$ cat src/rtl/rdfd_pkg.sv
// ----------------------------------------------------------------------------
// rdfd_pkg: shared types and constants for the delimited record field decoder
// Register indexes, configuration bundle and result beat layout.
// ----------------------------------------------------------------------------
package rdfd_pkg;

    // Configuration register indexes
    localparam logic [2:0] REG_FIELD_DELIMITER  = 3'd0;
    localparam logic [2:0] REG_ESCAPE_ENABLE    = 3'd1;
    localparam logic [2:0] REG_ESCAPE_BYTE      = 3'd2;
    localparam logic [2:0] REG_NULL_LITERAL     = 3'd3;
    localparam logic [2:0] REG_NULL_LENGTH      = 3'd4;
    localparam logic [2:0] REG_PROJECTION_MASK  = 3'd5;
    localparam logic [2:0] REG_TAKE_REST_ENABLE = 3'd6;
    localparam logic [2:0] REG_FILE_FIELD_COUNT = 3'd7;

    localparam int CFG_IDX_W  = 3;
    localparam int CFG_DATA_W = 64;

    // Result kinds
    localparam logic KIND_DATA      = 1'b0;
    localparam logic KIND_FIELD_END = 1'b1;

    // Result queue depth; an item pushes up to two beats
    localparam int RES_FIFO_DEPTH = 4;

    typedef struct packed {
        logic [7:0]  field_delimiter;
        logic        escape_enable;
        logic [7:0]  escape_byte;
        logic [63:0] null_literal;
        logic [3:0]  null_length;
        logic [63:0] projection_mask;
        logic        take_rest_enable;
        logic [6:0]  file_field_count;
    } cfg_t;

    typedef struct packed {
        logic       kind;
        logic [7:0] out_byte;
        logic [5:0] source_field;
        logic       field_is_null;
        logic       last;
    } result_t;

endpackage

$ cat src/rtl/rdfd_decode.sv
// ----------------------------------------------------------------------------
// rdfd_decode: per-byte field split, escape and null-match logic
// Holds the record state and turns one item into up to two result beats.
// ----------------------------------------------------------------------------
module rdfd_decode #(
    parameter int MAX_FIELDS = 64,
    parameter int NULL_MAX   = 8
) (
    input  logic               clk,
    input  logic               rst_n,
    input  rdfd_pkg::cfg_t     cfg,
    input  logic               item_go,
    input  logic [7:0]         data_byte,
    input  logic               has_byte,
    input  logic               record_end,
    output logic [1:0]         res_vld,
    output rdfd_pkg::result_t  res0,
    output rdfd_pkg::result_t  res1
);

    localparam int FC_W = $clog2(MAX_FIELDS + 1);
    localparam int RL_W = $clog2(NULL_MAX + 2);

    logic [FC_W-1:0] fc_reg, fc_next;
    logic            ep_reg, ep_next;
    logic [RL_W-1:0] rl_reg, rl_next;
    logic            nm_reg, nm_next;

    logic            is_esc, is_delim, take, data_v, fend_v;
    logic [7:0]      data_b;
    logic [2:0]      lit_idx;
    logic [7:0]      lit;
    logic            nm_t, nm_a, nm_b;
    logic [RL_W-1:0] rl_t, rl_a, rl_b;
    logic [FC_W-1:0] fc_inc, fc_a;
    logic            proj0, proj1;

    function automatic logic projected(input logic [FC_W-1:0] fc, input logic [63:0] mask);
        logic ok;
        ok = (fc < FC_W'(MAX_FIELDS)) && mask[6'(fc)];
        return ok;
    endfunction

    always_comb
    begin
        is_esc   = cfg.escape_enable && (data_byte == cfg.escape_byte);
        is_delim = (data_byte == cfg.field_delimiter) &&
                   !(cfg.take_rest_enable && (7'(fc_reg) + 7'd1 == cfg.file_field_count));

        take    = 1'b0;
        data_v  = 1'b0;
        fend_v  = 1'b0;
        data_b  = data_byte;
        ep_next = ep_reg;

        if (has_byte)
        begin
            if (ep_reg)
            begin
                ep_next = 1'b0;
                take    = 1'b1;
                data_v  = 1'b1;
            end
            else if (is_esc)
            begin
                take = 1'b1;
                if (record_end)
                    data_v = 1'b1;
                else
                    ep_next = 1'b1;
            end
            else if (is_delim)
            begin
                fend_v  = 1'b1;
                ep_next = 1'b0;
            end
            else
            begin
                take   = 1'b1;
                data_v = 1'b1;
            end
        end
        else if (record_end && ep_reg)
        begin
            data_v = 1'b1;
            data_b = cfg.escape_byte;
        end

        // running null-literal compare on the raw byte
        lit_idx = 3'(rl_reg);
        lit     = cfg.null_literal[{lit_idx, 3'b000} +: 8];
        nm_t    = nm_reg && (4'(rl_reg) < cfg.null_length) &&
                  (rl_reg < RL_W'(NULL_MAX)) && (lit == data_byte);
        rl_t    = (rl_reg < RL_W'(NULL_MAX + 1)) ? rl_reg + RL_W'(1) : rl_reg;

        rl_a   = take ? rl_t : rl_reg;
        nm_a   = take ? nm_t : nm_reg;
        fc_inc = (fc_reg < FC_W'(MAX_FIELDS)) ? fc_reg + FC_W'(1) : fc_reg;
        fc_a   = fend_v ? fc_inc : fc_reg;
        rl_b   = fend_v ? '0 : rl_a;
        nm_b   = fend_v ? 1'b1 : nm_a;

        proj0 = projected(fc_reg, cfg.projection_mask);
        proj1 = projected(fc_a, cfg.projection_mask);

        res_vld[0] = (data_v || fend_v) && proj0;
        res_vld[1] = record_end && proj1;

        res0.kind          = fend_v ? rdfd_pkg::KIND_FIELD_END : rdfd_pkg::KIND_DATA;
        res0.out_byte      = fend_v ? 8'd0 : data_b;
        res0.source_field  = 6'(fc_reg);
        res0.field_is_null = fend_v && nm_a && (4'(rl_a) == cfg.null_length);
        res0.last          = record_end && !res_vld[1];

        res1.kind          = rdfd_pkg::KIND_FIELD_END;
        res1.out_byte      = 8'd0;
        res1.source_field  = 6'(fc_a);
        res1.field_is_null = nm_b && (4'(rl_b) == cfg.null_length);
        res1.last          = 1'b1;

        if (record_end)
        begin
            fc_next = '0;
            rl_next = '0;
            nm_next = 1'b1;
            ep_next = 1'b0;
        end
        else
        begin
            fc_next = fc_a;
            rl_next = rl_b;
            nm_next = nm_b;
        end

        // nothing happens when no item is presented
        if (!item_go)
            res_vld = 2'b00;
    end

    always_ff @(posedge clk or negedge rst_n)
    begin
        if (!rst_n)
        begin
            fc_reg <= '0;
            ep_reg <= 1'b0;
            rl_reg <= '0;
            nm_reg <= 1'b1;
        end
        else if (item_go)
        begin
            fc_reg <= fc_next;
            ep_reg <= ep_next;
            rl_reg <= rl_next;
            nm_reg <= nm_next;
        end
    end

endmodule

$ cat src/rtl/rdfd_res_fifo.sv
// ----------------------------------------------------------------------------
// rdfd_res_fifo: result beat queue
// Takes up to two beats per cycle, hands out one beat per cycle while out_stall is low.
// ----------------------------------------------------------------------------
module rdfd_res_fifo (
    input  logic              clk,
    input  logic              rst_n,
    input  logic [1:0]        push_vld,
    input  rdfd_pkg::result_t push0,
    input  rdfd_pkg::result_t push1,
    output logic              room2,
    output logic              out_valid,
    input  logic              out_stall,
    output rdfd_pkg::result_t head
);

    localparam int DEPTH = rdfd_pkg::RES_FIFO_DEPTH;
    localparam int PTR_W = $clog2(DEPTH);
    localparam int CNT_W = $clog2(DEPTH + 1);

    rdfd_pkg::result_t mem_reg [DEPTH];
    logic [PTR_W-1:0]  wp_reg, wp_next, rp_reg, rp_next;
    logic [CNT_W-1:0]  cnt_reg, cnt_next;
    logic              pop;
    logic [1:0]        n_push;
    rdfd_pkg::result_t first;

    assign out_valid = (cnt_reg != '0);
    assign head      = mem_reg[rp_reg];
    assign room2     = (cnt_reg <= CNT_W'(DEPTH - 2));
    assign pop       = out_valid && !out_stall;
    assign n_push    = 2'(push_vld[0]) + 2'(push_vld[1]);
    assign first     = push_vld[0] ? push0 : push1;

    always_comb
    begin
        wp_next  = wp_reg + PTR_W'(n_push);
        rp_next  = pop ? rp_reg + PTR_W'(1) : rp_reg;
        cnt_next = cnt_reg + CNT_W'(n_push) - CNT_W'(pop);
    end

    always_ff @(posedge clk)
    begin
        if (n_push != 2'd0)
            mem_reg[wp_reg] <= first;
        if (n_push == 2'd2)
            mem_reg[wp_reg + PTR_W'(1)] <= push1;
    end

    always_ff @(posedge clk or negedge rst_n)
    begin
        if (!rst_n)
        begin
            wp_reg  <= '0;
            rp_reg  <= '0;
            cnt_reg <= '0;
        end
        else
        begin
            wp_reg  <= wp_next;
            rp_reg  <= rp_next;
            cnt_reg <= cnt_next;
        end
    end

endmodule

$ cat src/rtl/delimited_record_field_decoder_core.sv
// ----------------------------------------------------------------------------
// delimited_record_field_decoder_core: beats pass the input register, then the result queue.
// One input beat per cycle while the queue has room; two-result items use two output beats.
// Async active-low reset: record state cleared, queue empty, registers at defaults.
// ----------------------------------------------------------------------------
module delimited_record_field_decoder_core #(
    parameter int MAX_FIELDS = 64,
    parameter int NULL_MAX   = 8
) (
    input  logic                            clk,
    input  logic                            rst_n,
    // configuration write port
    input  logic                            cfg_we,
    input  logic [rdfd_pkg::CFG_IDX_W-1:0]  cfg_index,
    input  logic [rdfd_pkg::CFG_DATA_W-1:0] cfg_wdata,
    // input channel
    input  logic                            in_valid,
    output logic                            in_stall,
    input  logic [7:0]                      data_byte,
    input  logic                            has_byte,
    input  logic                            record_end,
    // result channel
    output logic                            out_valid,
    input  logic                            out_stall,
    output logic                            kind,
    output logic [7:0]                      out_byte,
    output logic [5:0]                      source_field,
    output logic                            field_is_null,
    output logic                            last
);

    // Configuration registers, reset to the documented defaults.
    rdfd_pkg::cfg_t cfg_reg;

    always_ff @(posedge clk or negedge rst_n)
    begin
        if (!rst_n)
        begin
            cfg_reg.field_delimiter  <= 8'd1;
            cfg_reg.escape_enable    <= 1'b0;
            cfg_reg.escape_byte      <= 8'd92;
            cfg_reg.null_literal     <= 64'd20060;   // backslash, 'N'
            cfg_reg.null_length      <= 4'd2;
            cfg_reg.projection_mask  <= '1;
            cfg_reg.take_rest_enable <= 1'b0;
            cfg_reg.file_field_count <= 7'd1;
        end
        else if (cfg_we)
        begin
            case (cfg_index)
                rdfd_pkg::REG_FIELD_DELIMITER:  cfg_reg.field_delimiter  <= cfg_wdata[7:0];
                rdfd_pkg::REG_ESCAPE_ENABLE:    cfg_reg.escape_enable    <= cfg_wdata[0];
                rdfd_pkg::REG_ESCAPE_BYTE:      cfg_reg.escape_byte      <= cfg_wdata[7:0];
                rdfd_pkg::REG_NULL_LITERAL:     cfg_reg.null_literal     <= cfg_wdata;
                rdfd_pkg::REG_NULL_LENGTH:      cfg_reg.null_length      <= cfg_wdata[3:0];
                rdfd_pkg::REG_PROJECTION_MASK:  cfg_reg.projection_mask  <= cfg_wdata;
                rdfd_pkg::REG_TAKE_REST_ENABLE: cfg_reg.take_rest_enable <= cfg_wdata[0];
                rdfd_pkg::REG_FILE_FIELD_COUNT: cfg_reg.file_field_count <= cfg_wdata[6:0];
                default:                        cfg_reg.field_delimiter  <= cfg_reg.field_delimiter;
            endcase
        end
    end

    // Input register. A held beat advances into the decoder once the result
    // queue has room for the two beats an item can produce; a new beat is loaded
    // in the same cycle, so the pipe runs at one item per clock while there is room.
    logic       in_vld_reg;
    logic [7:0] byte_reg;
    logic       has_reg;
    logic       rend_reg;
    logic       room2;
    logic       adv;

    assign adv      = in_vld_reg && room2;
    assign in_stall = in_vld_reg && !room2;

    always_ff @(posedge clk or negedge rst_n)
    begin
        if (!rst_n)
            in_vld_reg <= 1'b0;
        else if (!in_stall)
            in_vld_reg <= in_valid;
    end

    always_ff @(posedge clk)
    begin
        if (in_valid && !in_stall)
        begin
            byte_reg <= data_byte;
            has_reg  <= has_byte;
            rend_reg <= record_end;
        end
    end

    // Decode stage: field split, escape, null match and projection.
    logic [1:0]        res_vld;
    rdfd_pkg::result_t res0;
    rdfd_pkg::result_t res1;

    rdfd_decode #(
        .MAX_FIELDS (MAX_FIELDS),
        .NULL_MAX   (NULL_MAX)
    ) u_decode (
        .clk        (clk),
        .rst_n      (rst_n),
        .cfg        (cfg_reg),
        .item_go    (adv),
        .data_byte  (byte_reg),
        .has_byte   (has_reg),
        .record_end (rend_reg),
        .res_vld    (res_vld),
        .res0       (res0),
        .res1       (res1)
    );

    // Result queue decouples the two-beat bursts from the output channel.
    rdfd_pkg::result_t head;

    rdfd_res_fifo u_res_fifo (
        .clk       (clk),
        .rst_n     (rst_n),
        .push_vld  (res_vld),
        .push0     (res0),
        .push1     (res1),
        .room2     (room2),
        .out_valid (out_valid),
        .out_stall (out_stall),
        .head      (head)
    );

    assign kind          = head.kind;
    assign out_byte      = head.out_byte;
    assign source_field  = head.source_field;
    assign field_is_null = head.field_is_null;
    assign last          = head.last;

endmodule
$ cat config.mk
export PLATFORM = sky130hd
export DESIGN_NAME = delimited_record_field_decoder_core
export DESIGN_NICKNAME = d
export VERILOG_FILES = /design/src/rtl/rdfd_pkg.sv /design/src/rtl/rdfd_decode.sv /design/src/rtl/rdfd_res_fifo.sv /design/src/rtl/delimited_record_field_decoder_core.sv
export SDC_FILE = /design/constraint.sdc
export NUM_CORES = 1
export LEC_CHECK = 0
export CAP_MARGIN = 15
export CORE_MARGIN = 4
export CORE_UTILIZATION = 66
export CTS_CLUSTER_SIZE = 24
export DETAILED_ROUTE_END_ITERATION = 10
export DONT_BUFFER_PORTS = 1
export GPL_TIMING_DRIVEN = 0
export PLACE_DENSITY = 0.85
export SETUP_SLACK_MARGIN = 0.4
export SLEW_MARGIN = 15
export SYNTH_ARGS = -nofsm -noshare
export SYNTH_HDL_FRONTEND = slang
export SYNTH_HIERARCHICAL = 1
export SYNTH_SLANG_ARGS = --single-unit
export TNS_END_PERCENT = 5
$ cat constraint.sdc
create_clock -name clk -period 12.8 [get_ports clk]
set_input_delay 2.56 -clock clk [delete_from_list [all_inputs] [get_ports clk]]
set_output_delay 2.56 -clock clk [all_outputs]
set_load 0.02 [all_outputs]
==> metrics.sh <==
CRIT_PATH_FREQUENT_CELL='sky130_fd_sc_hd__ha_1'
PERIOD_SHARE_PCT=45.9
SYNTHSIMPLEGATEAREAFRAC_PCT=5.36
HOLD-PATH-CELL-COUNT=1
LAYOUT.CELLS.MOST_COMMON_LIST='sky130_fd_sc_hd__mux2_2, sky130_fd_sc_hd__dfrtp_1, sky130_fd_sc_hd__dfstp_2'
WIRE_PER_INST_UM=25.4
FP-ROW-COUNT=52
INITIAL_UTILIZATION_PCT=67.0
HOLDBUFCOUNTCTS=0
SYNTH.YOSYS.SEQ_AREA_SHARE_PCT=50.8
DESIGN.PORTCOUNT=101
SYNTH-XOR-AREA-SHARE_PCT=3.51
FINALSETUPVIOLCOUNT=0
VIAS_IN_THE_FIRST_GLOBAL_ROUTE=8763
SYNTHADDERAREAFRAC_PCT=1.35
CLOCK-ROOT-BUFFER='sky130_fd_sc_hd__clkbuf_16'
P_TOTAL_mW=2.81
WORST_PATH_DOMINANT_CELL_FAMILY='simple AND/OR/NAND/NOR gates'
WORST_R2R_PATH_DEPTH=19
YOSYS_REGISTER_BITS=256
ASYNC_RESET_FF_SHARE_PCT=69.5
POWER.SHARE.SWITCHING_PCT=30.7
SLEW-LIMIT-HEADROOM_PCT=31.2
TOTALWIRELENGTH_UM=31900
VIAS=8287
DIE_X_UM=151
SYNTHFLOPTYPE='sky130_fd_sc_hd__dfrtp_1'
NUMCTSBUFFERS=27
SYNTH_AREA_UM2=13600
CRIT_TYPE='reg -> reg'
FINISH.UTILIZATION_PCT=73.8
AREA_DELTA_SYNTH_FINAL_PCT=10.1
STARTPOINT_TYPE='flip-flop'
FIN_SETUP_TNS_NS=0
INTERNAL_POWER_mW=1.95
DRT_PASS1_ITERATIONS=5
GRT_PASS1_WL_UM=49900
ANTENNADIODECOUNT=0
PORT_BUFFERS=0
SETUP.WORST_PATH.END_CLASS='flip-flop'
GRT_SETUP_UNREPAIRED='no'
CRIT_PATH_MAX_FANOUT=17
ANT_NETS=0
MAX_REG_FLOPS=157
P_SWITCHING_mW=0.861
WORST_SKEW_PAIR.LATE_LATENCY_NS=0.54
POST-PLACE-WS_NS=7.08
CP_SLOWEST_CELL='sky130_fd_sc_hd__a21o_1'
REPORT.FINAL.SLEW_VIOL_COUNT=0
MAX_CAP_VIOLATIONS=0
SHARE_COMB_OF_TOTAL_POWER_PCT=28.2
CRITICAL_PATH.CELL_CHAIN='buf_2 > and3_1 > nand3_1 > ha_1 > xnor2_1 > nand4_1 > nor2_2 > o2111ai_4 > nand4_2 > xor2_2 > inv_2 > a2111oi_1 > nor4_1 > nor4b_1 > ha_1 > buf_4 > nand2_1 > nor2_1 > a21o_1'
TIMING_HOLD_VIOLATIONS_FINAL=0
TIGHTESTPINTRANSITION_NS=1.03
POST_CTS.REPAIR.SETUP_BUFFERS=0
DEEPEST_CLOCK_PATH_BUFFER_COUNT=3
RUN_STATUS='finished, final reports clean'
NUMBER_OF_INSTANCES_IN_THE_SYNTHESIZED_NETLIST=923
DELAY_OF_THE_SLOWEST_CELL_ON_THE_WORST_PATH_NS=0.71
CLOCK-SINKS=256
CLOCK-SKEW-FINAL_NS=0.0152
DIE_HEIGHT_UM=151
YS_TYPES=70
HPWL_REPORTED_AT_THE_END_OF_DETAILED_PLACEMENT_UM=23200
ARRIVAL_NS=6.02
SHARE_OF_POST_ROUTE_CELLS_WITH_DRIVE_STRENGTH_ABOVE_1_PCT=46.2
GRT.OVERFLOW.TOTAL=0
FP.COREAREA_UM2=20200
POWER_PER_CELL_AREA_nW_PER_UM2=188
TRITONCTS='done'
FINAL_WORST_PATH_PERIOD_NEED_NS=5.87
TIMING.HOLD.WORST.CLASS='reg -> reg'
CLOCK_POWER_SHARE_PCT=29.4
FMAXACHIEVABLE_GHz=0.170
SYNTH_EDF_COUNT=78
DRT-VIAS-PER-INSTANCE=6.61
SYNTH-COMPOUND-AREA-SHARE_PCT=7.27
HIGHEST_IR_DROP_SEEN_ON_VDD_mV=0.128
LAYOUT_COMMONEST_CELL='sky130_fd_sc_hd__mux2_2'
LARGEST_FAMILY_OF_LOGIC_CELLS_BY_SYNTHESIZED_AREA='multiplexers'
POST_CTS_RESIZE_COUNT=0
DESIGN.DIE.AREA_UM2=22900
MUXSHAREOFSYNTHAREA_PCT=26.9
CTS_MAX_LEVEL=1
CTS.CLK_SLEW.WORST_PATHS_NS=0.06
DRC=0
ANTENNA_FOUND_INITIAL=0
WORST_SLACK_NS=6.93
CRITICAL_PATH_REQUIRED_NS=12.95
GP_ROUTABILITY_CONGESTION=0.918
SEQUENTIALPOWERSHARE_PCT=42.4
INITIALDRTVIOLATIONCOUNT=657
YOSYSWARNINGCOUNT=6
TRACK_USAGE_PCT=28.8
SYNTHESIS.AREA_PER_INSTANCE_UM2=14.7
FIN_NETS=1059
CRITICAL_PATH_BUF_INV_COUNT=3
LAYOUT.FILLER_CELLS=1188
GRT_START_MAX_NET_PINS=179
P_LEAK_nW=5.73
WORST-PATH-STAGES=19
==> worst reg2reg max path, cell delays in order, from the launching register on <==
cell and delay, ns:
sky130_fd_sc_hd__dfrtp_1 0.44, sky130_fd_sc_hd__buf_2 0.33, sky130_fd_sc_hd__and3_1 0.26, sky130_fd_sc_hd__nand3_1 0.10
sky130_fd_sc_hd__ha_1 0.33, sky130_fd_sc_hd__xnor2_1 0.19, sky130_fd_sc_hd__nand4_1 0.16, sky130_fd_sc_hd__nor2_2 0.18
sky130_fd_sc_hd__o2111ai_4 0.23, sky130_fd_sc_hd__nand4_2 0.20, sky130_fd_sc_hd__xor2_2 0.27, sky130_fd_sc_hd__inv_2 0.13
sky130_fd_sc_hd__a2111oi_1 0.38, sky130_fd_sc_hd__nor4_1 0.16, sky130_fd_sc_hd__nor4b_1 0.38, sky130_fd_sc_hd__ha_1 0.22
sky130_fd_sc_hd__buf_4 0.15, sky130_fd_sc_hd__nand2_1 0.09, sky130_fd_sc_hd__nor2_1 0.60, sky130_fd_sc_hd__a21o_1 0.71
==> worst paths after layout <==
path / endpoint / from / slack, ns
worst max-delay path: u_res_fifo/mem_reg[2][16] / u_decode/fc_reg[3] / 6.93
worst min-delay path: cfg_reg[136] / cfg_reg[136] / 0.50
worst max register to register: u_res_fifo/mem_reg[2][16] / u_decode/fc_reg[3] / 6.93
worst min register to register: cfg_reg[136] / cfg_reg[136] / 0.50
max in group asynchronous: cfg_reg[31] / rst_n / 10.74
min in group asynchronous: cfg_reg[76] / rst_n / 1.72
==> power by group through the flow <==
| stage | sequential (mW) | clock, mW | combinational (mW) |
|---|---|---|---|
| detailed placement | 1.20 | 0 | 0.785 |
| floorplan | 1.16 | 0 | 0.617 |
| finish | 1.19 | 0.825 | 0.793 |
| CTS | 1.19 | 0.831 | 0.791 |
| global route | 1.21 | 0.871 | 0.850 |
| global placement | 1.19 | 0 | 0.743 |
==> per-layer routing <==
metal / vias to the layer above / global-route usage, % / wire (um)
li1: 3589 / - / -
met1: 4273 / 37.6 / 12200
met2: 356 / 48.0 / 16000
met3: 69 / 6.76 / 2610
met4: 0 / 9.52 / 1070
met5: - / 0 / 0
==> cell usage after synthesis (13+ instances only) <==
cell type | n | area, um2
sky130_fd_sc_hd__mux4_2 | 73 | 1640
sky130_fd_sc_hd__buf_6 | 18 | 203
sky130_fd_sc_hd__nor2_1 | 28 | 105
sky130_fd_sc_hd__xnor2_1 | 30 | 263
sky130_fd_sc_hd__nand2_1 | 34 | 128
sky130_fd_sc_hd__buf_4 | 27 | 203
sky130_fd_sc_hd__o2bb2ai_1 | 71 | 622
sky130_fd_sc_hd__ha_1 | 13 | 163
sky130_fd_sc_hd__inv_1 | 18 | 67.6
sky130_fd_sc_hd__edfxtp_1 | 78 | 2340
sky130_fd_sc_hd__xor2_1 | 17 | 149
sky130_fd_sc_hd__mux2_2 | 159 | 1790
sky130_fd_sc_hd__mux2i_1 | 21 | 210
sky130_fd_sc_hd__dfstp_2 | 80 | 2100
sky130_fd_sc_hd__buf_2 | 21 | 105
sky130_fd_sc_hd__dfrtp_1 | 98 | 2450
==> cell families after synthesis <==
| group | count (synthesis) |
|---|---|
| adder cells (fa/ha/maj) | 14 |
| buffers and inverters | 101 |
| multiplexers | 253 |
| flip-flops | 256 |
| other | 2 |
| AO/OA/AOI/OAI | 120 |
| AND/OR/NAND/NOR | 126 |
| XOR/XNOR | 51 |
==> final cells by class <==
class,count,area [um2],share of cell area (%)
plain buffers,78,556,3.72
clock buffers,33,749,5.02
clock inverters,16,200,1.34
inverters,23,86.3,0.578
multi-input cells,574,6070,40.7
flip-flops and latches,256,6900,46.2
well taps,270,338,2.26
repair buffers,3,33.8,0.226
==> metrics by stage <==
step | instance area [um2] | hold slack, ns | instances
6_report | 14900 | 0.502 | 1253
5_1_grt | 14900 | 0.518 | 1253
4_1_cts | 14900 | 0.505 | 1253
3_5_place_dp | 14000 | 0.492 | 1204
3_3_place_gp | 13900 | 0.483 | 1201
2_1_floorplan | 13600 | 0.470 | 931
Power figures use the tool's default switching activity.
